===== src/rtl/ptt_pkg.sv =====
package ptt_pkg;

  localparam int SLOT_W     = 4;
  localparam int RESULT_CAP = 16;
  localparam int CAP_W      = $clog2(RESULT_CAP + 1);

  localparam logic [1:0] KIND_TICK = 2'd0;
  localparam logic [1:0] KIND_ADD  = 2'd1;
  localparam logic [1:0] KIND_DEL  = 2'd2;
  localparam logic [1:0] KIND_DISP = 2'd3;

  localparam logic [1:0] ST_OK    = 2'd0;
  localparam logic [1:0] ST_FULL  = 2'd1;
  localparam logic [1:0] ST_EMPTY = 2'd2;
  localparam logic [1:0] ST_NONE  = 2'd3;

  localparam logic [1:0] ERR_NONE      = 2'd0;
  localparam logic [1:0] ERR_TOO_MANY  = 2'd1;
  localparam logic [1:0] ERR_NO_DELETE = 2'd2;

  typedef struct packed {
    logic [1:0]        kind;
    logic [SLOT_W-1:0] slot;
    logic [15:0]       initial_delay;
    logic [15:0]       period;
  } ptt_in_t;

  typedef struct packed {
    logic [1:0]        status;
    logic [SLOT_W-1:0] slot_index;
    logic [7:0]        run_count;
    logic [1:0]        last_error;
    logic              last;
  } ptt_out_t;

  typedef struct packed {
    logic [15:0] delay;
    logic [15:0] period;
    logic [7:0]  pending;
  } ptt_entry_t;

endpackage


===== src/rtl/periodic_task_tick_table_top.sv =====
// Task slot table of a time-triggered cooperative scheduler. Requests are
// handled one at a time; in_stall_o is high while a request is at work.
// Slot delay, period and pending-run count live in one memory with a
// registered read; occupied flags are flip-flops cleared by reset, so no
// clearing pass is needed. A tick walks every slot through the memory at
// one slot per cycle, read and write-back overlapped. An add scans the
// occupied flags one slot per cycle. A dispatch returns one result per
// occupied slot with pending runs, capped at sixteen results, and waits
// while the result side stalls. Results go out through an output
// register, so the next request is taken while a result still waits.
module periodic_task_tick_table_top import ptt_pkg::*; #(
  parameter int MAX_TASKS = 16
) (
  input  logic     clk_i,
  input  logic     rst_ni,
  input  logic     in_valid_i,
  output logic     in_stall_o,
  input  ptt_in_t  in_data_i,
  output logic     out_valid_o,
  input  logic     out_stall_i,
  output ptt_out_t out_data_o
);

  localparam int IDX_W = (MAX_TASKS > 1) ? $clog2(MAX_TASKS) : 1;
  localparam int CNT_W = $clog2(MAX_TASKS + 1);
  localparam int EXT_W = ((IDX_W > SLOT_W) ? IDX_W : SLOT_W) + 1;

  typedef enum logic [5:0] {
    S_IDLE     = 6'b000001,
    S_TICK     = 6'b000010,
    S_ADD      = 6'b000100,
    S_DISP_RD  = 6'b001000,
    S_DISP_CHK = 6'b010000,
    S_FLUSH    = 6'b100000
  } state_e;

  state_e               state_q, state_d;
  logic [CNT_W-1:0]     ptr_q, ptr_d;
  logic [CAP_W-1:0]     cnt_q, cnt_d;
  logic [MAX_TASKS-1:0] occ_q, occ_d;
  logic [1:0]           err_q, err_d;
  logic                 hold_vld_q, hold_vld_d;
  logic                 stg_vld_q, stg_vld_d;
  ptt_out_t             hold_q, hold_d;
  logic [15:0]          dly_q, per_q;

  logic                 mem_re, mem_we;
  logic [IDX_W-1:0]     mem_raddr, mem_waddr;
  ptt_entry_t           mem_rdata, mem_wdata;

  logic                 push;
  ptt_out_t             push_data;
  logic                 out_free;

  logic [CNT_W-1:0]     prev_ptr;
  logic [IDX_W-1:0]     ptr_idx, prev_idx, del_idx;
  logic [EXT_W-1:0]     slot_ext;
  logic                 ptr_end, del_in_range, del_empty;

  assign in_stall_o   = (state_q != S_IDLE);
  assign ptr_end      = (ptr_q == CNT_W'(MAX_TASKS));
  assign ptr_idx      = ptr_q[IDX_W-1:0];
  assign prev_ptr     = ptr_q - 1'b1;
  assign prev_idx     = prev_ptr[IDX_W-1:0];
  assign slot_ext     = EXT_W'(in_data_i.slot);
  assign del_idx      = slot_ext[IDX_W-1:0];
  assign del_in_range = (slot_ext < EXT_W'(MAX_TASKS));
  assign del_empty    = !del_in_range || !occ_q[del_idx];

  always_comb begin
    state_d    = state_q;
    ptr_d      = ptr_q;
    cnt_d      = cnt_q;
    occ_d      = occ_q;
    err_d      = err_q;
    hold_vld_d = hold_vld_q;
    stg_vld_d  = stg_vld_q;
    hold_d     = hold_q;
    mem_re     = 1'b0;
    mem_raddr  = ptr_idx;
    mem_we     = 1'b0;
    mem_waddr  = ptr_idx;
    mem_wdata  = mem_rdata;
    push       = 1'b0;
    push_data  = hold_q;

    case (state_q)
      S_IDLE: begin
        if (in_valid_i) begin
          case (in_data_i.kind)
            KIND_TICK: begin
              ptr_d     = '0;
              stg_vld_d = 1'b0;
              state_d   = S_TICK;
            end
            KIND_ADD: begin
              ptr_d   = '0;
              state_d = S_ADD;
            end
            KIND_DEL: begin
              if (del_empty) begin
                err_d = ERR_NO_DELETE;
              end
              if (del_in_range) begin
                occ_d[del_idx] = 1'b0;
              end
              hold_d     = '{status: del_empty ? ST_EMPTY : ST_OK,
                             slot_index: in_data_i.slot, run_count: '0,
                             last_error: ERR_NONE, last: 1'b1};
              hold_vld_d = 1'b1;
              state_d    = S_FLUSH;
            end
            KIND_DISP: begin
              ptr_d      = '0;
              cnt_d      = '0;
              hold_vld_d = 1'b0;
              state_d    = S_DISP_RD;
            end
            default: begin
              state_d = S_IDLE;
            end
          endcase
        end
      end

      S_TICK: begin
        if (!ptr_end) begin
          mem_re    = 1'b1;
          ptr_d     = ptr_q + 1'b1;
          stg_vld_d = 1'b1;
        end else begin
          stg_vld_d = 1'b0;
        end
        if (stg_vld_q && occ_q[prev_idx]) begin
          mem_we    = 1'b1;
          mem_waddr = prev_idx;
          if (mem_rdata.delay == 16'd0) begin
            if (mem_rdata.pending != 8'hff) begin
              mem_wdata.pending = mem_rdata.pending + 8'd1;
            end
            if (mem_rdata.period != 16'd0) begin
              mem_wdata.delay = mem_rdata.period;
            end
          end else begin
            mem_wdata.delay = mem_rdata.delay - 16'd1;
          end
        end
        if (ptr_end && !stg_vld_q) begin
          hold_d     = '{status: ST_OK, slot_index: '0, run_count: '0,
                         last_error: ERR_NONE, last: 1'b1};
          hold_vld_d = 1'b1;
          state_d    = S_FLUSH;
        end
      end

      S_ADD: begin
        if (ptr_end) begin
          err_d      = ERR_TOO_MANY;
          hold_d     = '{status: ST_FULL, slot_index: '0, run_count: '0,
                         last_error: ERR_NONE, last: 1'b1};
          hold_vld_d = 1'b1;
          state_d    = S_FLUSH;
        end else if (!occ_q[ptr_idx]) begin
          mem_we         = 1'b1;
          mem_wdata      = '{delay: dly_q, period: per_q, pending: '0};
          occ_d[ptr_idx] = 1'b1;
          hold_d         = '{status: ST_OK, slot_index: SLOT_W'(ptr_q),
                             run_count: '0, last_error: ERR_NONE, last: 1'b1};
          hold_vld_d     = 1'b1;
          state_d        = S_FLUSH;
        end else begin
          ptr_d = ptr_q + 1'b1;
        end
      end

      S_DISP_RD: begin
        if (ptr_end) begin
          state_d = S_FLUSH;
        end else if (!occ_q[ptr_idx]) begin
          ptr_d = ptr_q + 1'b1;
        end else begin
          mem_re  = 1'b1;
          state_d = S_DISP_CHK;
        end
      end

      S_DISP_CHK: begin
        if (mem_rdata.pending == 8'd0) begin
          ptr_d   = ptr_q + 1'b1;
          state_d = S_DISP_RD;
        end else if (!hold_vld_q || out_free) begin
          mem_we            = 1'b1;
          mem_wdata.pending = '0;
          if (mem_rdata.period == 16'd0) begin
            occ_d[ptr_idx] = 1'b0;
          end
          push       = hold_vld_q;
          hold_d     = '{status: ST_OK, slot_index: SLOT_W'(ptr_q),
                         run_count: mem_rdata.pending, last_error: ERR_NONE,
                         last: 1'b0};
          hold_vld_d = 1'b1;
          cnt_d      = cnt_q + 1'b1;
          ptr_d      = ptr_q + 1'b1;
          if (cnt_q == CAP_W'(RESULT_CAP - 1)) begin
            state_d = S_FLUSH;
          end else begin
            state_d = S_DISP_RD;
          end
        end
      end

      S_FLUSH: begin
        if (out_free) begin
          push = 1'b1;
          if (!hold_vld_q) begin
            push_data = '{status: ST_NONE, slot_index: '0, run_count: '0,
                          last_error: ERR_NONE, last: 1'b1};
          end
          push_data.last = 1'b1;
          hold_vld_d     = 1'b0;
          state_d        = S_IDLE;
        end
      end

      default: begin
        state_d = S_IDLE;
      end
    endcase

    push_data.last_error = err_q;
  end

  always_ff @(posedge clk_i or negedge rst_ni) begin
    if (!rst_ni) begin
      state_q    <= S_IDLE;
      ptr_q      <= '0;
      cnt_q      <= '0;
      occ_q      <= '0;
      err_q      <= ERR_NONE;
      hold_vld_q <= 1'b0;
      stg_vld_q  <= 1'b0;
    end else begin
      state_q    <= state_d;
      ptr_q      <= ptr_d;
      cnt_q      <= cnt_d;
      occ_q      <= occ_d;
      err_q      <= err_d;
      hold_vld_q <= hold_vld_d;
      stg_vld_q  <= stg_vld_d;
    end
  end

  always_ff @(posedge clk_i) begin
    hold_q <= hold_d;
    if (in_valid_i && (state_q == S_IDLE)) begin
      dly_q <= in_data_i.initial_delay;
      per_q <= in_data_i.period;
    end
  end

  ptt_mem #(
    .DEPTH (MAX_TASKS),
    .AW    (IDX_W)
  ) u_mem (
    .clk_i   (clk_i),
    .re_i    (mem_re),
    .raddr_i (mem_raddr),
    .rdata_o (mem_rdata),
    .we_i    (mem_we),
    .waddr_i (mem_waddr),
    .wdata_i (mem_wdata)
  );

  ptt_outreg u_outreg (
    .clk_i       (clk_i),
    .rst_ni      (rst_ni),
    .push_i      (push),
    .data_i      (push_data),
    .free_o      (out_free),
    .out_valid_o (out_valid_o),
    .out_stall_i (out_stall_i),
    .out_data_o  (out_data_o)
  );

endmodule


===== src/rtl/ptt_mem.sv =====
module ptt_mem import ptt_pkg::*; #(
  parameter int DEPTH = 16,
  parameter int AW    = 4
) (
  input  logic          clk_i,
  input  logic          re_i,
  input  logic [AW-1:0] raddr_i,
  output ptt_entry_t    rdata_o,
  input  logic          we_i,
  input  logic [AW-1:0] waddr_i,
  input  ptt_entry_t    wdata_i
);

  ptt_entry_t mem_q [DEPTH];
  ptt_entry_t rdata_q;

  always_ff @(posedge clk_i) begin
    if (we_i) begin
      mem_q[waddr_i] <= wdata_i;
    end
  end

  always_ff @(posedge clk_i) begin
    if (re_i) begin
      rdata_q <= mem_q[raddr_i];
    end
  end

  assign rdata_o = rdata_q;

endmodule


===== src/rtl/ptt_outreg.sv =====
module ptt_outreg import ptt_pkg::*; (
  input  logic     clk_i,
  input  logic     rst_ni,
  input  logic     push_i,
  input  ptt_out_t data_i,
  output logic     free_o,
  output logic     out_valid_o,
  input  logic     out_stall_i,
  output ptt_out_t out_data_o
);

  logic     valid_q;
  ptt_out_t data_q;

  assign free_o = !valid_q || !out_stall_i;

  always_ff @(posedge clk_i or negedge rst_ni) begin
    if (!rst_ni) begin
      valid_q <= 1'b0;
    end else if (push_i) begin
      valid_q <= 1'b1;
    end else if (!out_stall_i) begin
      valid_q <= 1'b0;
    end
  end

  always_ff @(posedge clk_i) begin
    if (push_i) begin
      data_q <= data_i;
    end
  end

  assign out_valid_o = valid_q;
  assign out_data_o  = data_q;

endmodule


===== config.mk =====
export PLATFORM = sky130hd
export DESIGN_NAME = periodic_task_tick_table_top
export DESIGN_NICKNAME = d
export VERILOG_FILES = /design/src/rtl/ptt_pkg.sv /design/src/rtl/periodic_task_tick_table_top.sv /design/src/rtl/ptt_mem.sv /design/src/rtl/ptt_outreg.sv
export SDC_FILE = /design/constraint.sdc
export NUM_CORES = 1
export LEC_CHECK = 0
export BUFFER_PORTS_ARGS = -buffer_cell sky130_fd_sc_hd__buf_2
export CORE_ASPECT_RATIO = 0.8
export CORE_MARGIN = 5
export CORE_UTILIZATION = 45
export DETAILED_ROUTE_END_ITERATION = 8
export RECOVER_POWER = 50
export REMOVE_ABC_BUFFERS = 1
export SLEW_MARGIN = 20
export SYNTH_ARGS = -nofsm -noshare
export SYNTH_HDL_FRONTEND = slang
export SYNTH_SLANG_ARGS = --single-unit

===== constraint.sdc =====
create_clock -name clk_i -period 7.5 [get_ports clk_i]
set_input_delay 1.5 -clock clk_i [delete_from_list [all_inputs] [get_ports clk_i]]
set_output_delay 1.5 -clock clk_i [all_outputs]
set_load 0.005 [all_outputs]

Word-level counts from Yosys, hierarchy flattened
Memory sizes are Yosys's and may differ from the RTL's. A register that Yosys moved wholly into a read port is not among the register bits.
Index checks and enable logic that the tools add are counted.
- memory bits (read-only): 0
- flip-flop bits (word level): 103
- logic and storage cells: 217
- bits of input ports: 42
- RAM bits: 640
- memories kept: 1
- bits in latches: 0
- output and inout bits: 19
- multiply operators: 0
- divide/modulo/power cells: 0
- reductions and logical operators: 35
- muxes and demuxes: 108
- $add $sub $neg: 5
- eq/ne operators: 37
- bitwise gates (word level): 5
- $lt $le $gt $ge: 6
- shifts and indexed selects: 0
- memory list (name ; depth ; width ; rd ports ; clocked after Yosys merged registers in ; write ports ; RTL line ; text):
    u_mem.mem_q ; 16 ; 40 ; 1 ; 1 ; 1 ; ptt_mem.sv:14 ; ptt_entry_t mem_q [DEPTH];
- operators with widths (operator ; count):
    $mux W16 ; 12
    $mux W17 ; 10
    $mux W40 ; 2
    $pmux W17 S4 ; 1
    $mux W5 ; 13
    $mux W6 ; 10
    $pmux W16 S3 ; 1
    $mux W8 ; 5
    $pmux W6 S6 ; 1
    $and A16 B16 Y16 ; 2
    $logic_not A16 Y1 ; 2
    $ne A2 B2 Y1 const B ; 16
    $not A16 Y16 ; 2
    $pmux W16 S2 ; 1
    $mux W1 ; 29
    $pmux W5 S5 ; 1
    $pmux W6 S4 ; 1
    $pmux W8 S3 ; 1
    $lt A4 B5 Y1 const B ; 4
    $reduce_and A9 Y1 ; 2
    $or A16 B16 Y16 ; 1
    $reduce_bool A16 Y1 ; 1
    $sub A16 B1 Y16 const B ; 1
    $bmux W1 S4 ; 3
    42 further kinds ; 74

Depth between registers and ports, before layout
Gate-level depths: netlist (run 1).
- depth after elaboration: 10
- depth in mapped cells: 15
- gate-level depth less buffers: 9

By module
From an unflattened synthesis (run 1), not the netlist that was laid out.
- cells, all modules: 1756
- area total of the unflattened synthesis: 32030.7 um^2
- modules (own cells, without submodules) (module ; instances ; cells an instance ; seq. area each (um^2) ; area an instance (um^2)):
    ptt_mem ; 1 ; 1040 ; 20419.6 ; 25533.2
    periodic_task_tick_table_top ; 1 ; 696 ; 2313.5 ; 5950.7
    ptt_outreg ; 1 ; 20 ; 535.5 ; 546.8

Worst setup path before layout (run 1)
Ideal clock, no wire load.
- path type: register to register
- start: reg ptr_q[1]
- end: mem u_mem.mem_q[5][0] in the netlist's numbering (enable)
- path slack: 2093 ps
- setup time: 438 ps
- buffers on the path: 6
- stages on the path, launching flop included: 15
- clock period less this slack: 5407 ps
- arrival time: 4969 ps
- required time: 7062 ps
- path through: dfrtp_1 -> buf_2 -> buf_1 -> buf_1 -> inv_1 -> ha_1 -> buf_4 -> inv_1 -> a2111oi_1 -> a311oi_2 -> a22oi_2 -> buf_4 -> buf_2 -> a31oi_1 -> nor2_1
- word-level cells in the longest chain between the ends: 8
- elaborated cells on any way between the ends: 15
- classes of those cells: add/sub: 1; eq/ne: 1; mux: 12; reduce/logical: 1
- ends and longest elaborated chain (what ; RTL line ; text):
    start: declaration ; periodic_task_tick_table_top.sv:38 ; logic [CNT_W-1:0] ptr_q, ptr_d;
    start signal: assignment ; periodic_task_tick_table_top.sv:244 ; ptr_q <= ptr_d;
    $sub A4 B1 Y4 ; periodic_task_tick_table_top.sv:63 ; assign prev_ptr = ptr_q - 1'b1;
    $bmux W1 S4 ; periodic_task_tick_table_top.sv:134 ; if (stg_vld_q && occ_q[prev_idx]) begin
    $mux W1 (implied by the code) ; periodic_task_tick_table_top.sv:134 ;
    $logic_and A1 B1 Y1 ; periodic_task_tick_table_top.sv:134 ;
    $mux W1 ; periodic_task_tick_table_top.sv:134 ;
    $pmux W1 S3 ; periodic_task_tick_table_top.sv:87 ; case (state_q)
    $mux W1 ; ptt_mem.sv:18 ; if (we_i) begin
    $mux W1 (implied by the code) ; ptt_mem.sv:19 ; mem_q[waddr_i] <= wdata_i;
    end: declaration ; ptt_mem.sv:14 ;
Parallel ways exist; a longest one is shown, timed or not. The select of a mux whose other input is x is not followed.

==> run_results.csv, run 1 <==
group,metric,value,unit
timing,slew_headroom,-153,%
clock_tree,cts_resized,0,
power,p_total,12.1,mW
clock_tree,hold_buffers,0,
synthesis,ys_async_sr_fraction,4.74,%
synthesis,yosysTopAreaCell,"edfxtp_1",
route,wl,76700,µm
worst_setup_path,max_stage_delay,1.28,ns
timing,worst_slew_pin_slew,3.79,ns
place,dp_hpwl,47500,µm
clock_tree,h-tree-depth,3,
global_routing,grt_pass1_wl,113000,µm
route,drc,0,
floorplanning,die_x,306,µm
floorplanning,core_area,70100,µm²
clock_tree,cts_tree,"done",
timing,finalSetupViolations,0,
synthesis,ys_top_cells_by_area,"edfxtp_1 71%, mux4_2 15%, dfrtp_1 2.8%",
final_layout,area_growth,12.6,%
synthesis,ys_seq_area_share,73.5,%
place,dpl_cell_area,33200,µm²
floorplanning,die_area,75700,µm²
status,status,"finished, violations left",
route,first_pass_iters,5,
clock_tree,cts_root_buf,"clkbuf_16",
timing,hold_ws,0.498,ns
worst_setup_path,worstPathRequired,7.69,ns
worst_setup_path,critPathSlowestCell,"o21a_1",
route,vias_per_cell,6.06,
synthesis,avgSynthCellArea,19.5,µm²
synthesis,synth_cell_types,84,
clock_tree,post_cts_buffers,0,
route,wl_per_cell,28.2,µm
synthesis,synth-edff-count,744,
worst_setup_path,cp.arrival,5.99,ns
global_routing,grt_usage,20.3,%
clock_tree,clock-sinks,781,
global_routing,antenna_found_initial,2,
route,drt_iter0_markers,1910,
synthesis,ys_seq_elements,781,
floorplanning,start_util,45.1,%
flow_run,maxCapViolCount,8,
worst_setup_path,cp-end-kind,"register",
timing,skew,0.0365,ns
synthesis,yosys_warnings,0,
final_layout,final_area,35600,µm²
power,leakage,10.9,nW
clock_tree,cts_buffers,78,
power,power_density,338,nW/µm²
clock_tree,insertion_delay,0.63,ns
timing,max_freq,173,MHz
final_layout,layout.nets,1774,
timing,period_minus_slack,5.79,ns
worst_setup_path,critical_path_class,"reg2reg",
timing,hold_viol,0,
floorplanning,rows,87,
global_routing,grt-ovfl-total,0,
worst_setup_path,critPathMaxFanout,71,
global_routing,grt_pass1_vias,16300,
route,dr_total_vias,16500,
place,finalWeightedCongestion,0.912,
clock_tree,cts.clk_slew.worst_paths,0.06,ns
final_layout,drive_above_1_share,24.1,%
worst_hold_path,hold_class,"reg2reg",
timing,rsz0062_at_grt,"false",
synthesis,synthFlopType,"edfxtp_1",
timing,fin_crit_sh,77.3,%
global_routing,grt_max_degree,106,
floorplanning,fp.dieH,247,µm
worst_setup_path,crit_path_cell_trace,"inv_1 -> ha_1 -> and3_1 -> nor2_1 -> o21a_1 -> clkbuf_1 -> a21oi_1 -> o21ai_0",
timing,final_max_slew_viol_count,309,
final_layout,fin_util,50.8,%
status,violations,"capacitance limit, slew limit",
power,irDropWorstVdd,0.000186,V
floorplanning,io_pins,61,
place,portBuffers,60,
route,drtAntennaViolNets,0,
synthesis,synth_area,31600,µm²
synthesis,syn_inst,1626,
synthesis,synth_top_area_share,70.6,%
worst_setup_path,worstSetupStartpointType,"register",
clock_tree,cts_buffer_depth,3,
layout make-up:
type | instances | area [µm²]
antenna | 1 | 2.50
timing repair buffer | 101 | 612
tap | 934 | 1170
clock inverter | 43 | 423
inverter | 21 | 80.1
fill | 5600 | 34500
sequential | 781 | 23300
clock buffer | 97 | 2070
multi-input combinational | 738 | 7990
critical path, delay by kind of cell, from the launching register on:
| kind | cells | cell delay, ns |
|---|---|---|
| compound gates | 3 | 2.08 |
| flops | 1 | 1.13 |
| buf+inv | 2 | 1.10 |
| simple gates | 2 | 0.62 |
| fa+ha+maj | 1 | 0.39 |
final timing paths:
kind,startpoint,to,slack [ns],cells past startpoint
worst min-delay path,err_q[0],u_outreg.out_data_o[1],0.50,0
min in group asynchronous,rst_ni,occ_q[4],1.50,1
worst max register to register,ptr_q[1],u_mem.mem_q[4][26],1.71,8
worst max-delay path,ptr_q[1],u_mem.mem_q[4][26],1.71,8
max in group asynchronous,rst_ni,ptr_q[0],4.48,1
worst min register to register,err_q[0],u_outreg.out_data_o[1],0.50,0
flip-flops by register name (all words and copies together), names as in the netlist:
| register | cells |
|---|---|
| u_mem.mem_q | 640 |
| u_mem.rdata_o | 40 |
| u_outreg.out_data_o | 17 |
| dly_q | 16 |
| occ_q | 16 |
| per_q | 16 |
| hold_q | 15 |
| state_q | 6 |
| cnt_q | 5 |
| ptr_q | 5 |
| err_q | 2 |
| hold_vld_q | 1 |
| stg_vld_q | 1 |
| u_outreg.out_valid_o | 1 |
per-stage QoR:
step,TNS (ns),setup slack [ns],instances
after floorplan,-6548.04,-6.30,1540
after global placement,0,1.90,2572
after detailed placement,0,1.76,2572
after CTS,0,1.73,2712
after global routing,0,1.20,2715
final,0,1.71,2716
Yosys cell counts, drive strengths merged (3+ instances only):
master   instances
o22ai           12
mux2             3
nand3           23
nand2          104
o32ai            5
nand3b           7
or2              5
a2111oi          3
a21oi           46
o211ai          20
o21a             3
a22oi            3
nor3            21
a221o            3
clkbuf          42
nand4           11
a32o             3
or4             11
ha              11
edfxtp         744
o31ai            6
o311ai           4
or3              5
nor2            56
mux2i           10
mux4           207
nor2b           17
nor4            16
dfrtp           36
nand2b           8
buf             44
inv             21
and3             7
a22o             3
and2             9
a211oi           3
a311oi           3
a31oi           24
o21ai           36
nor3b            5
per-layer routing:
layer / global-route usage (%) / vias up / routed length, µm
li1: - / 6948 / -
met2: 29.4 / 745 / 33500
met1: 30.8 / 8643 / 34200
met3: 4.88 / 123 / 6810
met5: 1.16 / - / 121
met4: 5.66 / 2 / 2060
cell families after synthesis:
logic type               after synthesis  share of synthesized area [%]
buffers and inverters                107                           1.48
AO/OA/AOI/OAI                        191                           4.11
adder cells (fa/ha/maj)               11                          0.435
flip-flops                           781                           73.5
AND/OR/NAND/NOR                      312                           5.12
multiplexers                         220                           15.2
XOR/XNOR                               4                          0.158
power breakdown:
group	total, mW	switching [mW]	internal [mW]
Clock	3.79	1.62	2.17
Sequential	5.75	0.325	5.42
Combinational	2.52	1.48	1.04
Total	12.1	3.43	8.63
layout by cell type (no fill, tap or decap), types with 6 or more instances in the layout:
cell type / netlist / routed
nor4_1: 15 / 14
buf_12: 0 / 6
clkinv_1: 0 / 19
mux4_2: 207 / 207
dfrtp_1: 36 / 33
nor2b_1: 17 / 17
and3_1: 7 / 7
mux2i_1: 10 / 10
nand4_1: 10 / 11
or4_1: 9 / 9
nor2_1: 54 / 38
nand3_1: 22 / 23
o211ai_1: 17 / 17
nand2_1: 104 / 104
a21oi_1: 46 / 46
clkbuf_16: 0 / 80
clkinv_2: 0 / 12
nor3_1: 20 / 20
a31oi_1: 24 / 24
bufinv_16: 0 / 6
buf_2: 24 / 44
o21ai_1: 16 / 6
nor2_4: 2 / 18
ha_1: 11 / 11
nand3b_1: 7 / 7
buf_4: 4 / 20
inv_1: 19 / 20
o22ai_1: 12 / 12
o31ai_1: 5 / 6
o21ai_0: 20 / 28
edfxtp_1: 744 / 744
nand2b_1: 8 / 8
clkbuf_1: 42 / 46
Note: power is estimated with default switching activity, not from simulation.
==> inputs of run 2 (changes only) <==
==> constraint.sdc (replaced) <==
create_clock -name clk_i -period 5.61 [get_ports clk_i]
set_input_delay 1.122 -clock clk_i [delete_from_list [all_inputs] [get_ports clk_i]]
set_output_delay 1.122 -clock clk_i [all_outputs]
set_load 0.005 [all_outputs]
==> run_results.csv, run 2 (same netlist as run 1, synthesis figures left out) <==
group,metric,value,unit
status,status,"finished, violations left",
status,violations,"capacitance limit, slew limit",
timing,skew,0.0473,ns
worst_setup_path,worstPathRequired,5.91,ns
timing,final_max_slew_viol_count,153,
clock_tree,clock-sinks,781,
worst_hold_path,hold_class,"reg2reg",
floorplanning,fp.dieH,247,µm
global_routing,antenna_found_initial,1,
worst_setup_path,cp.arrival,5.39,ns
place,finalWeightedCongestion,0.863,
floorplanning,die_x,306,µm
clock_tree,cts_resized,0,
worst_hold_path,hold_depth,2,
final_layout,largest_register_ffs,640,
timing,rsz0062_at_grt,"false",
timing,max_freq,197,MHz
clock_tree,hold_buffers,0,
global_routing,grt_usage,19.5,%
clock_tree,h-tree-depth,3,
timing,period_minus_slack,5.08,ns
route,drtAntennaViolNets,0,
clock_tree,insertion_delay,0.64,ns
floorplanning,die_area,75700,µm²
power,leakage,10.9,nW
worst_setup_path,worstSetupStartpointType,"register",
place,portBuffers,60,
route,dr_total_vias,16400,
global_routing,grt_pass1_vias,16400,
final_layout,layout.nets,1778,
route,drt_iter0_markers,1588,
flow_run,maxCapViolCount,4,
floorplanning,start_util,45.1,%
timing,worst_slew_pin_slew,2.55,ns
timing,hold_viol,0,
global_routing,grt_pass1_wl,110000,µm
final_layout,drive_above_1_share,24.4,%
clock_tree,cts_buffer_depth,3,
floorplanning,core_area,70100,µm²
final_layout,top_register,"u_mem.mem_q",
worst_setup_path,critPathMaxFanout,31,
final_layout,area_growth,12.5,%
timing,hold_ws,0.487,ns
final_layout,final_common_cell,"edfxtp_1",
worst_setup_path,critical_path_class,"reg2reg",
timing,slew_headroom,-70.0,%
route,drc,0,
final_layout,most-common-layout-cells,"744 x edfxtp_1, 207 x mux4_2, 104 x nand2_1, 78 x clkbuf_16, 46 x buf_2",
clock_tree,cts_tree,"done",
power,irDropWorstVdd,0.000275,V
floorplanning,io_pins,61,
clock_tree,cts.clk_slew.worst_paths,0.06,ns
clock_tree,post_cts_buffers,0,
route,wl_per_cell,27.1,µm
global_routing,grt_max_degree,106,
power,power_density,442,nW/µm²
route,first_pass_iters,6,
route,vias_per_cell,6.04,
timing,tns,0,ns
place,dp_hpwl,41700,µm
worst_setup_path,cp-end-kind,"register",
timing,finalSetupViolations,0,
clock_tree,cts_root_buf,"clkbuf_16",
timing,fin_crit_sh,90.6,%
clock_tree,cts_buffers,78,
worst_setup_path,reg2reg_depth,10,
final_layout,num_antenna_cells,0,
route,wl,73800,µm
floorplanning,rows,87,
global_routing,grt-ovfl-total,0,
run 2: changes by cell type in the layout (fill, tap and decap cells not counted), moves of 2 or more:
cell,change
bufinv_16,-3
clkinv_1,+7
clkbuf_16,-2
clkbuf_2,+2
buf_4,+8
buf_2,+2
o21ai_1,+5
buf_12,-3
clkbuf_1,-5
clkinv_2,-4
o21ai_0,-4
run 2: area by class of cell:
class                   count  area, µm²
clock buffers              96       2030
clock inverters            47        392
fillers                  5659      34500
inverters                  21       80.1
multi-input cells         738       8020
flip-flops and latches    781      23300
well taps                 934       1170
repair buffers            105        617
run 2: path summary, 6_finish.rpt:
| check | startpoint | endpoint | slack (ns) |
|---|---|---|---|
| max | ptr_q[0] | u_mem.mem_q[10][38] | 0.53 |
| min | cnt_q[4] | cnt_q[4] | 0.49 |
| max reg2reg | ptr_q[0] | u_mem.mem_q[10][38] | 0.53 |
| min reg2reg | cnt_q[4] | cnt_q[4] | 0.49 |
| max in group asynchronous | rst_ni | ptr_q[1] | 2.96 |
| min in group asynchronous | rst_ni | state_q[2] | 1.13 |
run 2: critical path, cell delays in order, from the launching register on:
cell and delay (ns):
dfrtp_4 0.40, inv_1 0.04, buf_4 0.17, ha_1 0.60
inv_1 0.16, a2111oi_0 0.52, a311oi_1 0.18, a22oi_2 0.73
a31oi_1 0.46, nor2_1 1.10, buf_12 0.38
run 2: layer usage:
layer	wire length (µm)	global-route usage [%]
met3	5380	3.37
met4	1180	3.86
met2	32600	28.5
met1	34600	31.1
met5	0	0
run 2: metrics by stage:
step,cell area (µm²),std cells,power [mW],utilization (%),worst slack (ns)
after floorplan,31300,1540,10.2,-,-8.19
after global placement,33200,2575,10.9,47.4,0.826
after detailed placement,33200,2575,11.0,47.4,0.620
after CTS,35600,2718,15.9,50.8,0.582
after global routing,35600,2722,16.4,50.8,0.182
final,35600,2722,15.7,50.8,0.527
run 2: power breakdown:
part / switching [mW] / internal [mW] / total [mW]
Sequential: 0.297 / 7.24 / 7.54
Combinational: 1.90 / 1.37 / 3.27
Clock: 2.20 / 2.74 / 4.93
Total: 4.40 / 11.3 / 15.7
